File: src/hdl/twm_pkg.sv
package twm_pkg;

  // Command codes carried in the command field of a request.
  localparam logic [3:0] CMD_FWD    = 4'd0;
  localparam logic [3:0] CMD_BACK   = 4'd1;
  localparam logic [3:0] CMD_LEFT   = 4'd2;
  localparam logic [3:0] CMD_RIGHT  = 4'd3;
  localparam logic [3:0] CMD_STOP   = 4'd4;
  localparam logic [3:0] CMD_SPEED  = 4'd5;
  localparam logic [3:0] CMD_REPORT = 4'd6;
  localparam logic [3:0] CMD_LEDGE  = 4'd7;
  localparam logic [3:0] CMD_REDGE  = 4'd8;
  localparam logic [3:0] CMD_TICK   = 4'd9;

  // Wheel count direction.
  localparam logic [1:0] DIR_NONE = 2'd0;
  localparam logic [1:0] DIR_UP   = 2'd1;
  localparam logic [1:0] DIR_DOWN = 2'd3;

  // Bridge pin drive codes.
  localparam logic [1:0] DRV_OFF = 2'd0;
  localparam logic [1:0] DRV_FWD = 2'd1;
  localparam logic [1:0] DRV_REV = 2'd2;

  // Result event codes.
  localparam logic [1:0] EV_NONE   = 2'd0;
  localparam logic [1:0] EV_DONE   = 2'd1;
  localparam logic [1:0] EV_STALL  = 2'd2;
  localparam logic [1:0] EV_REPORT = 2'd3;

  // Configuration register indexes.
  localparam logic [1:0] CFG_CPC    = 2'd0;
  localparam logic [1:0] CFG_RADIUS = 2'd1;
  localparam logic [1:0] CFG_PERIOD = 2'd2;
  localparam logic [1:0] CFG_THRESH = 2'd3;

  localparam logic [15:0] CPC_RST    = 16'd1229;
  localparam logic [6:0]  RADIUS_RST = 7'd12;
  localparam logic [6:0]  PERIOD_RST = 7'd50;
  localparam logic [9:0]  THRESH_RST = 10'd5;
  localparam logic [3:0]  SPEED_RST  = 4'd5;

  localparam logic [3:0]  SPEED_MIN  = 4'd1;
  localparam logic [3:0]  SPEED_MAX  = 4'd10;
  localparam logic [15:0] AMOUNT_MIN = 16'd2;

  typedef enum logic [2:0] {
    S_IDLE,
    S_EXEC,
    S_MUL,
    S_AIM,
    S_STALL,
    S_OUT
  } state_t;

  typedef struct packed {
    logic load_in;
    logic exec;
    logic mul;
    logic aim;
    logic stall;
    logic load_out;
  } dp_cmd_t;

  typedef struct packed {
    logic bounded_move;
    logic stall_check;
    logic out_free;
  } dp_sts_t;

endpackage

File: src/hdl/twm_if.sv
interface twm_in_if;
  logic        valid;
  logic        ready;
  logic [3:0]  command;
  logic [3:0]  speed_level;
  logic [15:0] amount;

  modport source (output valid, command, speed_level, amount, input ready);
  modport sink   (input valid, command, speed_level, amount, output ready);
endinterface

interface twm_out_if;
  logic               valid;
  logic               ready;
  logic [1:0]         left_drive;
  logic [1:0]         right_drive;
  logic               pwm_enabled;
  logic [7:0]         duty;
  logic [1:0]         event_res;
  logic               stall_left;
  logic               stall_right;
  logic signed [31:0] left_count;
  logic signed [31:0] right_count;

  modport source (output valid, left_drive, right_drive, pwm_enabled, duty, event_res,
                  stall_left, stall_right, left_count, right_count, input ready);
  modport sink   (input valid, left_drive, right_drive, pwm_enabled, duty, event_res,
                  stall_left, stall_right, left_count, right_count, output ready);
endinterface

File: src/hdl/twm_ctrl.sv
module twm_ctrl
  import twm_pkg::*;
(
  input  logic    clk,
  input  logic    rst_n,
  input  logic    in_valid,
  output logic    in_ready,
  output dp_cmd_t cmd,
  input  dp_sts_t sts
);

  state_t state_r;
  state_t state_nxt;

  always_ff @(posedge clk) begin
    if (!rst_n) begin
      state_r <= S_IDLE;
    end else begin
      state_r <= state_nxt;
    end
  end

  always_comb begin
    state_nxt = state_r;
    unique case (state_r)
      S_IDLE: begin
        if (in_valid) state_nxt = S_EXEC;
      end
      S_EXEC: begin
        if (sts.bounded_move) begin
          state_nxt = S_MUL;
        end else if (sts.stall_check) begin
          state_nxt = S_STALL;
        end else begin
          state_nxt = S_OUT;
        end
      end
      S_MUL:   state_nxt = S_AIM;
      S_AIM:   state_nxt = S_OUT;
      S_STALL: state_nxt = S_OUT;
      S_OUT: begin
        if (sts.out_free) state_nxt = S_IDLE;
      end
      default: state_nxt = S_IDLE;
    endcase
  end

  always_comb begin
    in_ready     = 1'b0;
    cmd          = '0;
    unique case (state_r)
      S_IDLE: begin
        in_ready    = 1'b1;
        cmd.load_in = in_valid;
      end
      S_EXEC:  cmd.exec     = 1'b1;
      S_MUL:   cmd.mul      = 1'b1;
      S_AIM:   cmd.aim      = 1'b1;
      S_STALL: cmd.stall    = 1'b1;
      S_OUT:   cmd.load_out = sts.out_free;
      default: cmd          = '0;
    endcase
  end

endmodule

File: src/hdl/twm_dp.sv
module twm_dp
  import twm_pkg::*;
(
  input  logic               clk,
  input  logic               rst_n,
  input  dp_cmd_t            cmd,
  output dp_sts_t            sts,
  input  logic               cfg_we,
  input  logic [1:0]         cfg_index,
  input  logic [15:0]        cfg_wdata,
  input  logic [3:0]         in_command,
  input  logic [3:0]         in_speed_level,
  input  logic [15:0]        in_amount,
  input  logic               out_ready,
  output logic               out_valid,
  output logic [1:0]         out_left_drive,
  output logic [1:0]         out_right_drive,
  output logic               out_pwm_enabled,
  output logic [7:0]         out_duty,
  output logic [1:0]         out_event_res,
  output logic               out_stall_left,
  output logic               out_stall_right,
  output logic signed [31:0] out_left_count,
  output logic signed [31:0] out_right_count
);

  // Configuration registers.
  logic [15:0] cpc_r;
  logic [6:0]  radius_r;
  logic [6:0]  period_r;
  logic [9:0]  thresh_r;

  // Latched request.
  logic [3:0]  command_r;
  logic [3:0]  level_r;
  logic [15:0] amount_r;

  // Controller state.
  logic [31:0] lpos_r, lpos_nxt;
  logic [31:0] rpos_r, rpos_nxt;
  logic [1:0]  ldir_r, ldir_nxt;
  logic [1:0]  rdir_r, rdir_nxt;
  logic [31:0] ltgt_r, ltgt_nxt;
  logic [31:0] rtgt_r, rtgt_nxt;
  logic        free_r, free_nxt;
  logic [3:0]  speed_r, speed_nxt;
  logic        pwm_r, pwm_nxt;
  logic [1:0]  lpins_r, lpins_nxt;
  logic [1:0]  rpins_r, rpins_nxt;
  logic [6:0]  phase_r, phase_nxt;
  logic [31:0] lsnap_r, lsnap_nxt;
  logic [31:0] rsnap_r, rsnap_nxt;

  // Working registers.
  logic [31:0] prod1_r;
  logic [38:0] prod2_r;
  logic [31:0] ldiff_r, ldiff_nxt;
  logic [31:0] rdiff_r, rdiff_nxt;
  logic [1:0]  ev_r, ev_nxt;
  logic        sl_r, sl_nxt;
  logic        sr_r, sr_nxt;

  logic        out_valid_r;

  logic        is_turn;
  logic        is_move;
  logic [31:0] lstep;
  logic [31:0] rstep;
  logic [6:0]  phase_inc;
  logic [6:0]  phase_new;
  logic [31:0] cnt;
  logic [31:0] lmag;
  logic [31:0] rmag;
  logic [31:0] thresh_ext;
  logic [7:0]  duty_w;

  assign is_turn   = (command_r == CMD_LEFT) || (command_r == CMD_RIGHT);
  assign is_move   = is_turn || (command_r == CMD_FWD) || (command_r == CMD_BACK);
  assign phase_inc = phase_r + 7'd1;
  assign phase_new = (phase_inc >= period_r) ? 7'd0 : phase_inc;

  assign sts.bounded_move = is_move && (amount_r >= AMOUNT_MIN);
  assign sts.stall_check  = (command_r == CMD_TICK) && (phase_new == 7'd0);
  assign sts.out_free     = !out_valid_r || out_ready;

  assign lstep = (ldir_r == DIR_UP)   ? lpos_r + 32'd1 :
                 (ldir_r == DIR_DOWN) ? lpos_r - 32'd1 : lpos_r;
  assign rstep = (rdir_r == DIR_UP)   ? rpos_r + 32'd1 :
                 (rdir_r == DIR_DOWN) ? rpos_r - 32'd1 : rpos_r;

  // The scaled product is shifted down by twelve bits; only 27 bits survive.
  assign cnt = {5'd0, prod2_r[38:12]};

  // Negating the most negative difference leaves it large, as intended.
  assign lmag       = ldiff_r[31] ? (32'd0 - ldiff_r) : ldiff_r;
  assign rmag       = rdiff_r[31] ? (32'd0 - rdiff_r) : rdiff_r;
  assign thresh_ext = {22'd0, thresh_r};

  assign duty_w = 8'(speed_r) * 8'd15 + 8'd100;

  always_comb begin
    lpos_nxt  = lpos_r;
    rpos_nxt  = rpos_r;
    ldir_nxt  = ldir_r;
    rdir_nxt  = rdir_r;
    ltgt_nxt  = ltgt_r;
    rtgt_nxt  = rtgt_r;
    free_nxt  = free_r;
    speed_nxt = speed_r;
    pwm_nxt   = pwm_r;
    lpins_nxt = lpins_r;
    rpins_nxt = rpins_r;
    phase_nxt = phase_r;
    lsnap_nxt = lsnap_r;
    rsnap_nxt = rsnap_r;
    ldiff_nxt = ldiff_r;
    rdiff_nxt = rdiff_r;
    ev_nxt    = ev_r;
    sl_nxt    = sl_r;
    sr_nxt    = sr_r;

    if (cmd.load_in) begin
      ev_nxt = EV_NONE;
      sl_nxt = 1'b0;
      sr_nxt = 1'b0;
    end

    if (cmd.exec) begin
      unique case (command_r) inside
        CMD_FWD, CMD_BACK, CMD_LEFT, CMD_RIGHT, CMD_SPEED: begin
          if (level_r >= SPEED_MIN && level_r <= SPEED_MAX) speed_nxt = level_r;
          pwm_nxt = 1'b1;
          if (is_move) free_nxt = !sts.bounded_move;
          unique case (command_r) inside
            CMD_FWD: begin
              ldir_nxt  = DIR_UP;
              rdir_nxt  = DIR_UP;
              lpins_nxt = DRV_FWD;
              rpins_nxt = DRV_FWD;
            end
            CMD_BACK: begin
              ldir_nxt  = DIR_DOWN;
              rdir_nxt  = DIR_DOWN;
              lpins_nxt = DRV_REV;
              rpins_nxt = DRV_REV;
            end
            CMD_LEFT: begin
              ldir_nxt  = DIR_DOWN;
              rdir_nxt  = DIR_UP;
              lpins_nxt = DRV_FWD;
              rpins_nxt = DRV_REV;
            end
            CMD_RIGHT: begin
              ldir_nxt  = DIR_UP;
              rdir_nxt  = DIR_DOWN;
              lpins_nxt = DRV_REV;
              rpins_nxt = DRV_FWD;
            end
            default: ;
          endcase
        end
        CMD_STOP: begin
          ldir_nxt  = DIR_NONE;
          rdir_nxt  = DIR_NONE;
          lpins_nxt = DRV_OFF;
          rpins_nxt = DRV_OFF;
          pwm_nxt   = 1'b0;
        end
        CMD_REPORT: ev_nxt = EV_REPORT;
        CMD_LEDGE, CMD_REDGE: begin
          if (command_r == CMD_LEDGE) begin
            lpos_nxt = lstep;
          end else begin
            rpos_nxt = rstep;
          end
          if (!free_r && ((command_r == CMD_LEDGE) ? (ltgt_r == lstep)
                                                   : (rtgt_r == rstep))) begin
            ldir_nxt  = DIR_NONE;
            rdir_nxt  = DIR_NONE;
            lpins_nxt = DRV_OFF;
            rpins_nxt = DRV_OFF;
            pwm_nxt   = 1'b0;
            ev_nxt    = EV_DONE;
          end
        end
        CMD_TICK: begin
          phase_nxt = phase_new;
          if (sts.stall_check) begin
            ldiff_nxt = lsnap_r - lpos_r;
            rdiff_nxt = rsnap_r - rpos_r;
            lsnap_nxt = lpos_r;
            rsnap_nxt = rpos_r;
          end
        end
        default: ;
      endcase
    end

    if (cmd.aim) begin
      ltgt_nxt = (ldir_r == DIR_UP) ? lpos_r + cnt : lpos_r - cnt;
      rtgt_nxt = (rdir_r == DIR_UP) ? rpos_r + cnt : rpos_r - cnt;
    end

    if (cmd.stall) begin
      sl_nxt = (ldir_r != DIR_NONE) && (lmag < thresh_ext);
      sr_nxt = (rdir_r != DIR_NONE) && (rmag < thresh_ext);
      ev_nxt = (sl_nxt || sr_nxt) ? EV_STALL : EV_NONE;
    end
  end

  always_ff @(posedge clk) begin
    if (!rst_n) begin
      cpc_r       <= CPC_RST;
      radius_r    <= RADIUS_RST;
      period_r    <= PERIOD_RST;
      thresh_r    <= THRESH_RST;
      lpos_r      <= '0;
      rpos_r      <= '0;
      ldir_r      <= DIR_NONE;
      rdir_r      <= DIR_NONE;
      ltgt_r      <= '0;
      rtgt_r      <= '0;
      free_r      <= 1'b1;
      speed_r     <= SPEED_RST;
      pwm_r       <= 1'b0;
      lpins_r     <= DRV_OFF;
      rpins_r     <= DRV_OFF;
      phase_r     <= '0;
      lsnap_r     <= '0;
      rsnap_r     <= '0;
      out_valid_r <= 1'b0;
    end else begin
      if (cfg_we) begin
        unique case (cfg_index)
          CFG_CPC:    cpc_r    <= cfg_wdata;
          CFG_RADIUS: radius_r <= cfg_wdata[6:0];
          CFG_PERIOD: period_r <= cfg_wdata[6:0];
          CFG_THRESH: thresh_r <= cfg_wdata[9:0];
          default: ;
        endcase
      end
      lpos_r  <= lpos_nxt;
      rpos_r  <= rpos_nxt;
      ldir_r  <= ldir_nxt;
      rdir_r  <= rdir_nxt;
      ltgt_r  <= ltgt_nxt;
      rtgt_r  <= rtgt_nxt;
      free_r  <= free_nxt;
      speed_r <= speed_nxt;
      pwm_r   <= pwm_nxt;
      lpins_r <= lpins_nxt;
      rpins_r <= rpins_nxt;
      phase_r <= phase_nxt;
      lsnap_r <= lsnap_nxt;
      rsnap_r <= rsnap_nxt;
      if (cmd.load_out) begin
        out_valid_r <= 1'b1;
      end else if (out_ready) begin
        out_valid_r <= 1'b0;
      end
    end
  end

  always_ff @(posedge clk) begin
    if (cmd.load_in) begin
      command_r <= in_command;
      level_r   <= in_speed_level;
      amount_r  <= in_amount;
    end
    if (cmd.exec) prod1_r <= 32'(amount_r) * 32'(cpc_r);
    if (cmd.mul) prod2_r <= is_turn ? 39'(prod1_r) * 39'(radius_r) : {7'd0, prod1_r};
    ldiff_r <= ldiff_nxt;
    rdiff_r <= rdiff_nxt;
    ev_r    <= ev_nxt;
    sl_r    <= sl_nxt;
    sr_r    <= sr_nxt;
    if (cmd.load_out) begin
      out_left_drive  <= lpins_r;
      out_right_drive <= rpins_r;
      out_pwm_enabled <= pwm_r;
      out_duty        <= duty_w;
      out_event_res   <= ev_r;
      out_stall_left  <= sl_r;
      out_stall_right <= sr_r;
      out_left_count  <= $signed(lpos_r);
      out_right_count <= $signed(rpos_r);
    end
  end

  assign out_valid = out_valid_r;

endmodule

File: src/hdl/two_wheel_encoder_move_controller.sv
// Steps: an accepted request runs an execute step, then an output step; a stall-check
// tick adds a stall step, and a bounded move a multiply step (radius, turns only) and a
// target add. One request is worked on at a time. A waiting result sits in the output
// register and does not block the next request; that request then holds in the output step.
// Reset: rst_n is synchronous and active low; it clears counts, targets, snapshots and the
// tick phase, stops both wheels and reloads the configuration registers with their defaults.
module two_wheel_encoder_move_controller
  import twm_pkg::*;
(
  input  logic        clk,
  input  logic        rst_n,
  twm_in_if.sink      in_ch,
  twm_out_if.source   out_ch,
  input  logic        cfg_we,
  input  logic [1:0]  cfg_index,
  input  logic [15:0] cfg_wdata
);

  dp_cmd_t dp_cmd;
  dp_sts_t dp_sts;

  twm_ctrl u_ctrl (
    .clk      (clk),
    .rst_n    (rst_n),
    .in_valid (in_ch.valid),
    .in_ready (in_ch.ready),
    .cmd      (dp_cmd),
    .sts      (dp_sts)
  );

  twm_dp u_dp (
    .clk             (clk),
    .rst_n           (rst_n),
    .cmd             (dp_cmd),
    .sts             (dp_sts),
    .cfg_we          (cfg_we),
    .cfg_index       (cfg_index),
    .cfg_wdata       (cfg_wdata),
    .in_command      (in_ch.command),
    .in_speed_level  (in_ch.speed_level),
    .in_amount       (in_ch.amount),
    .out_ready       (out_ch.ready),
    .out_valid       (out_ch.valid),
    .out_left_drive  (out_ch.left_drive),
    .out_right_drive (out_ch.right_drive),
    .out_pwm_enabled (out_ch.pwm_enabled),
    .out_duty        (out_ch.duty),
    .out_event_res   (out_ch.event_res),
    .out_stall_left  (out_ch.stall_left),
    .out_stall_right (out_ch.stall_right),
    .out_left_count  (out_ch.left_count),
    .out_right_count (out_ch.right_count)
  );

endmodule

File: src/flat_wrapper.sv
// flat-port wrapper written by rule: the top's interface ports become plain ports
module two_wheel_encoder_move_controller_flat import twm_pkg::*;
  (clk, rst_n, cfg_we, cfg_index, cfg_wdata, in_ch_valid, in_ch_command, in_ch_speed_level, in_ch_amount, in_ch_ready, out_ch_valid, out_ch_left_drive, out_ch_right_drive, out_ch_pwm_enabled, out_ch_duty, out_ch_event_res, out_ch_stall_left, out_ch_stall_right, out_ch_left_count, out_ch_right_count, out_ch_ready);
  twm_in_if in_ch_i ();
  twm_out_if out_ch_i ();
  input  logic clk;
  input  logic rst_n;
  input  logic cfg_we;
  input  logic [1:0] cfg_index;
  input  logic [15:0] cfg_wdata;
  input wire logic [$bits(in_ch_i.valid)-1:0] in_ch_valid;
  input wire logic [$bits(in_ch_i.command)-1:0] in_ch_command;
  input wire logic [$bits(in_ch_i.speed_level)-1:0] in_ch_speed_level;
  input wire logic [$bits(in_ch_i.amount)-1:0] in_ch_amount;
  output wire logic [$bits(in_ch_i.ready)-1:0] in_ch_ready;
  output wire logic [$bits(out_ch_i.valid)-1:0] out_ch_valid;
  output wire logic [$bits(out_ch_i.left_drive)-1:0] out_ch_left_drive;
  output wire logic [$bits(out_ch_i.right_drive)-1:0] out_ch_right_drive;
  output wire logic [$bits(out_ch_i.pwm_enabled)-1:0] out_ch_pwm_enabled;
  output wire logic [$bits(out_ch_i.duty)-1:0] out_ch_duty;
  output wire logic [$bits(out_ch_i.event_res)-1:0] out_ch_event_res;
  output wire logic [$bits(out_ch_i.stall_left)-1:0] out_ch_stall_left;
  output wire logic [$bits(out_ch_i.stall_right)-1:0] out_ch_stall_right;
  output wire logic [$bits(out_ch_i.left_count)-1:0] out_ch_left_count;
  output wire logic [$bits(out_ch_i.right_count)-1:0] out_ch_right_count;
  input wire logic [$bits(out_ch_i.ready)-1:0] out_ch_ready;
  assign in_ch_i.valid = in_ch_valid;
  assign in_ch_i.command = in_ch_command;
  assign in_ch_i.speed_level = in_ch_speed_level;
  assign in_ch_i.amount = in_ch_amount;
  assign in_ch_ready = in_ch_i.ready;
  assign out_ch_valid = out_ch_i.valid;
  assign out_ch_left_drive = out_ch_i.left_drive;
  assign out_ch_right_drive = out_ch_i.right_drive;
  assign out_ch_pwm_enabled = out_ch_i.pwm_enabled;
  assign out_ch_duty = out_ch_i.duty;
  assign out_ch_event_res = out_ch_i.event_res;
  assign out_ch_stall_left = out_ch_i.stall_left;
  assign out_ch_stall_right = out_ch_i.stall_right;
  assign out_ch_left_count = out_ch_i.left_count;
  assign out_ch_right_count = out_ch_i.right_count;
  assign out_ch_i.ready = out_ch_ready;
  two_wheel_encoder_move_controller u_core (.clk(clk), .rst_n(rst_n), .in_ch(in_ch_i), .out_ch(out_ch_i), .cfg_we(cfg_we), .cfg_index(cfg_index), .cfg_wdata(cfg_wdata));
endmodule
File: config.mk
export PLATFORM = sky130hd
export DESIGN_NAME = two_wheel_encoder_move_controller_flat
export DESIGN_NICKNAME = d
export VERILOG_FILES = /design/src/hdl/twm_pkg.sv /design/src/hdl/twm_if.sv /design/src/hdl/twm_ctrl.sv /design/src/hdl/twm_dp.sv /design/src/hdl/two_wheel_encoder_move_controller.sv /design/src/flat_wrapper.sv
export SDC_FILE = /design/constraint.sdc
export NUM_CORES = 2
export LEC_CHECK = 0
export ABC_AREA = 1
export ABC_CLOCK_PERIOD_IN_PS = 7210
export BUFFER_PORTS_ARGS = -buffer_cell sky130_fd_sc_hd__clkbuf_2
export CAP_MARGIN = 20
export CORE_MARGIN = 2
export CORE_UTILIZATION = 40
export DETAILED_ROUTE_END_ITERATION = 10
export HOLD_SLACK_MARGIN = 0.1
export SYNTH_ARGS = -nofsm -noshare
export SYNTH_HDL_FRONTEND = slang
export SYNTH_SLANG_ARGS = --single-unit
File: constraint.sdc
create_clock -name clk -period 7.21 [get_ports clk]
set_input_delay 1.0815 -clock clk [delete_from_list [all_inputs] [get_ports clk]]
set_output_delay 1.0815 -clock clk [all_outputs]
set_load 0.02 [all_outputs]
==> summary.md <==
| Metric | Value |
|---|---|
| CP endpoint kind | `flop` |
| IO Port Bufs | `approximately 130` |
| Post-Synthesis Cells | `6,376` |
| Fmax | `0.152 GHz` |
| Longest Clk Path Bufs | `3` |
| Cts repair resizes | `0` |
| Crit path DAT | `around 7 ns` |
| Sequential share of the synthesized area | `about 26%` |
| Gr ovfl total | `0` |
| Post-DP HPWL | `~110,000 um` |
| Worst skew pair latency | `just under 0.7 ns` |
| Setup TNS | `0 ns` |
| Vias in the first global route | `39,718` |
| Max-slew violation count | `0` |
| Total number of vias | `approximately 41,000` |
| Avg Inst Size Synth | `7.33 um^2` |
| VDD IR max | `between 0.6 and 0.7 mV` |
| Most instantiated library cell after synthesis | `nand2_1` |
| Vias/cell | `a little over 5` |
| CP Max Fanout | `17` |
| Post-synth top area cell | `fa_1` |
| Layout cell share with drive strength beyond 1 | `between 5 and 6%` |
| Synth-to-Final Area Change | `8.52%` |
| Area contributors post-synth | `fa_1 15%, edfxtp_1 15%, nand2_1 12%` |
| Hold path startpoint | `u_core.u_dp.sl_r` |
| Leak pwr | `approximately 26 nW` |
| Htree depth | `2` |
| Period minus WS final | `around 6.6 ns` |
| Fin nets | `~7,100` |
| CP Class | `flop to flop` |
| Worst r2r src | `u_core.u_dp.amount_r[9]` |
| Pin count of the biggest net entering global routing | `approximately 160` |
| Sinks on Clock Net | `~490` |
| Placer Congestion | `between 0.9 and 1` |
| I/O pins | `130` |
| Syn nets | `7,104` |
| Die height | `346 um` |
| Post-synth top cells | `1,450 x nand2_1, 1,189 x inv_1, 505 x nor2_1` |
| Slowest cell on crit path | `edfxtp_1` |
| Clock transition at path regs | `roughly 0.06 ns` |
| Post-synth EDFFs | `230` |
| Initial antenna violation count | `1` |
| Initial Util | `40.3%` |
| Worst path most repeated cell | `fa_1` |
| Status | `finished clean` |
| Num CTS Buffers | `58` |
| Warning count from the yosys run | `0` |
| Post-CTS Hold Fix Bufs | `0` |
| Final period util | `91.0%` |
| Final setup viols | `0` |
| Total wire length | `~140,000 um` |
| Post-CTS Setup Inserts | `0` |
| Max-Cap Viols | `0` |
| Critical-path cell list | `nand2_1 > fa_1 > fa_1 > fa_1 > fa_1 > inv_1 > fa_1 > fa_1 > ha_1 > a21oi_1 > a21boi_0 > o21ai_1 > a21oi_1 > o21ai_1 > a21oi_1 > o21bai_1 > xor2_1` |
| Crit path largest cell delay | `about 0.9 ns` |
| CTS tree | `yes` |
| Core ar. | `between 100,000 and 150,000 um^2` |
| Horiz. Die Dim | `between 300 and 400 um` |
| Top_reg_cell synth | `dfxtp_1` |
| Worst hold path class | `flop to flop` |
| FF+latch count, synth | `approximately 490` |
| Critical Path RT | `between 7 and 8 ns` |
| PD cells | `approximately 350 nW/um^2` |
| Fin. Hold Viols | `0` |
| Antenna viol nets, final | `0` |
| WL/cell | `~17 um` |
| RSZ-0062 raised after global routing | `no` |
| DRC | `0` |
| Post-route clock skew | `just over 0.03 ns` |
| TritonRoute pass-1 iters | `6` |
| Iteration-0 DRC Markers | `between 3,000 and 4,000` |
| Global-route wire length before repair | `217,000 um` |
| Pwr Total | `approximately 0.018 W` |
| Worst-Margin Slew | `1.08 ns` |
| Final Util | `43.7%` |
| Synth Cell Area | `approximately 47,000 um^2` |
| Crit path from | `u_core.u_dp.amount_r[9]` |
| Slew headroom | `between 20% and 30%` |
| Root buf cell | `clkbuf_16` |
| CP Launch Type | `flop` |
| Yosys cell types | `58` |
| Row cnt | `~130` |
| Ys async rst share | `0%` |
| Yosys top cell area share | `between 15 and 20%` |
| Die area | `between 100,000 and 150,000 um^2` |
| Tot GR Track Use | `around 23%` |
-- report_power, final --
group	switching, W	leakage [nW]	total, W	internal, W
Sequential	0.000428	4.20	0.00389	0.00346
Clock	0.00130	0.937	0.00309	0.00178
Combinational	0.00656	20.8	0.0107	0.00409
-- metrics by stage --
stage	instances	setup WS [ns]	hold slack, ns	area (um^2)
floorplan	6376	1.27	0.400	46700
global placement	7837	0.828	0.404	48700
detailed placement	7839	0.682	0.408	48700
CTS	7949	0.649	0.425	50700
global route	7950	0.270	0.439	50700
finish	7951	0.647	0.421	50700
-- logic make-up (layout without fill, tap and decap cells) --
kind of cell	Yosys count	in the layout	share of synthesized area, %
and+or+nand+nor	2453	2453	21.6
buffers and inverters	1425	1475	11.6
adders and majority gates	681	681	23.9
DFF	487	487	25.8
other	0	1	0
AOI/OAI and AO/OA	1105	1105	12.9
xor gates and xnor gates	225	225	4.25
-- worst max-delay path, delay by kind of cell (launching register included) --
| kind | cells | cell delay [ns] |
|---|---|---|
| adders and majority gates | 7 | 3.34 |
| AOI/OAI and AO/OA | 7 | 1.63 |
| DFF | 1 | 0.90 |
| and+or+nand+nor | 1 | 0.20 |
| xor gates and xnor gates | 1 | 0.14 |
| buffers and inverters | 1 | 0.05 |
-- path summary, 6_finish.rpt --
path                                     end  slack [ns]  depth (start not counted)
hold reg to reg   u_core.u_dp.out_stall_left        0.42                          0
setup / recovery     u_core.u_dp.prod1_r[26]        0.65                         17
setup reg to reg     u_core.u_dp.prod1_r[26]        0.65                         17
hold / removal    u_core.u_dp.out_stall_left        0.42                          0
-- layout by cell type, fill, tap and decap left out, types with 9 or more instances in the layout --
cell type	instances
clkbuf_16	58
o21ai_0	448
inv_1	1188
clkbuf_1	16
nor3_1	50
o211ai_1	35
clkinv_2	9
a21o_1	15
nor4_1	26
xor2_1	153
nand3b_1	19
dfxtp_1	257
o21bai_1	11
o21a_1	19
a31oi_1	38
o21ai_1	15
nand2_2	11
a211oi_1	9
nand4_1	70
nor2_1	496
fa_1	351
o31ai_1	11
nor2_2	19
or2_2	11
clkbuf_2	128
a21oi_1	449
nand3_1	283
edfxtp_1	230
a21boi_0	19
xnor2_1	71
buf_4	35
nand2_1	1450
ha_1	330
-- registers in the layout, summed over array words and instances, names as in the netlist, 27 cells and up --
name and flops:
u_core.u_dp.ldiff_r 32, u_core.u_dp.lpos_r 32, u_core.u_dp.lsnap_r 32, u_core.u_dp.ltgt_r 32
u_core.u_dp.out_left_count 32, u_core.u_dp.out_right_count 32, u_core.u_dp.prod1_r 32, u_core.u_dp.prod2_r 27
u_core.u_dp.rdiff_r 32, u_core.u_dp.rpos_r 32, u_core.u_dp.rsnap_r 32, u_core.u_dp.rtgt_r 32
-- metal layers --
metal  GRT usage, %  vias to the layer above  wire length, um
met4           7.51                        0             4730
li1               -                    20332                -
met1           30.0                    19271            60700
met3           2.27                      204             6310
met5              0                        -                0
met2           38.6                     1043            64000
-- layout make-up --
| cell class | count | area, um^2 |
|---|---|---|
| antenna | 1 | 2.50 |
| clock buffer | 77 | 1550 |
| inverter | 1198 | 4500 |
| sequential | 487 | 12100 |
| tap | 1524 | 1910 |
| clock inverter | 33 | 415 |
| multi-input combinational | 4464 | 29300 |
| timing repair buffer | 167 | 998 |
| fill | 11888 | 65300 |
Note: power is estimated with default switching activity, not from simulation.
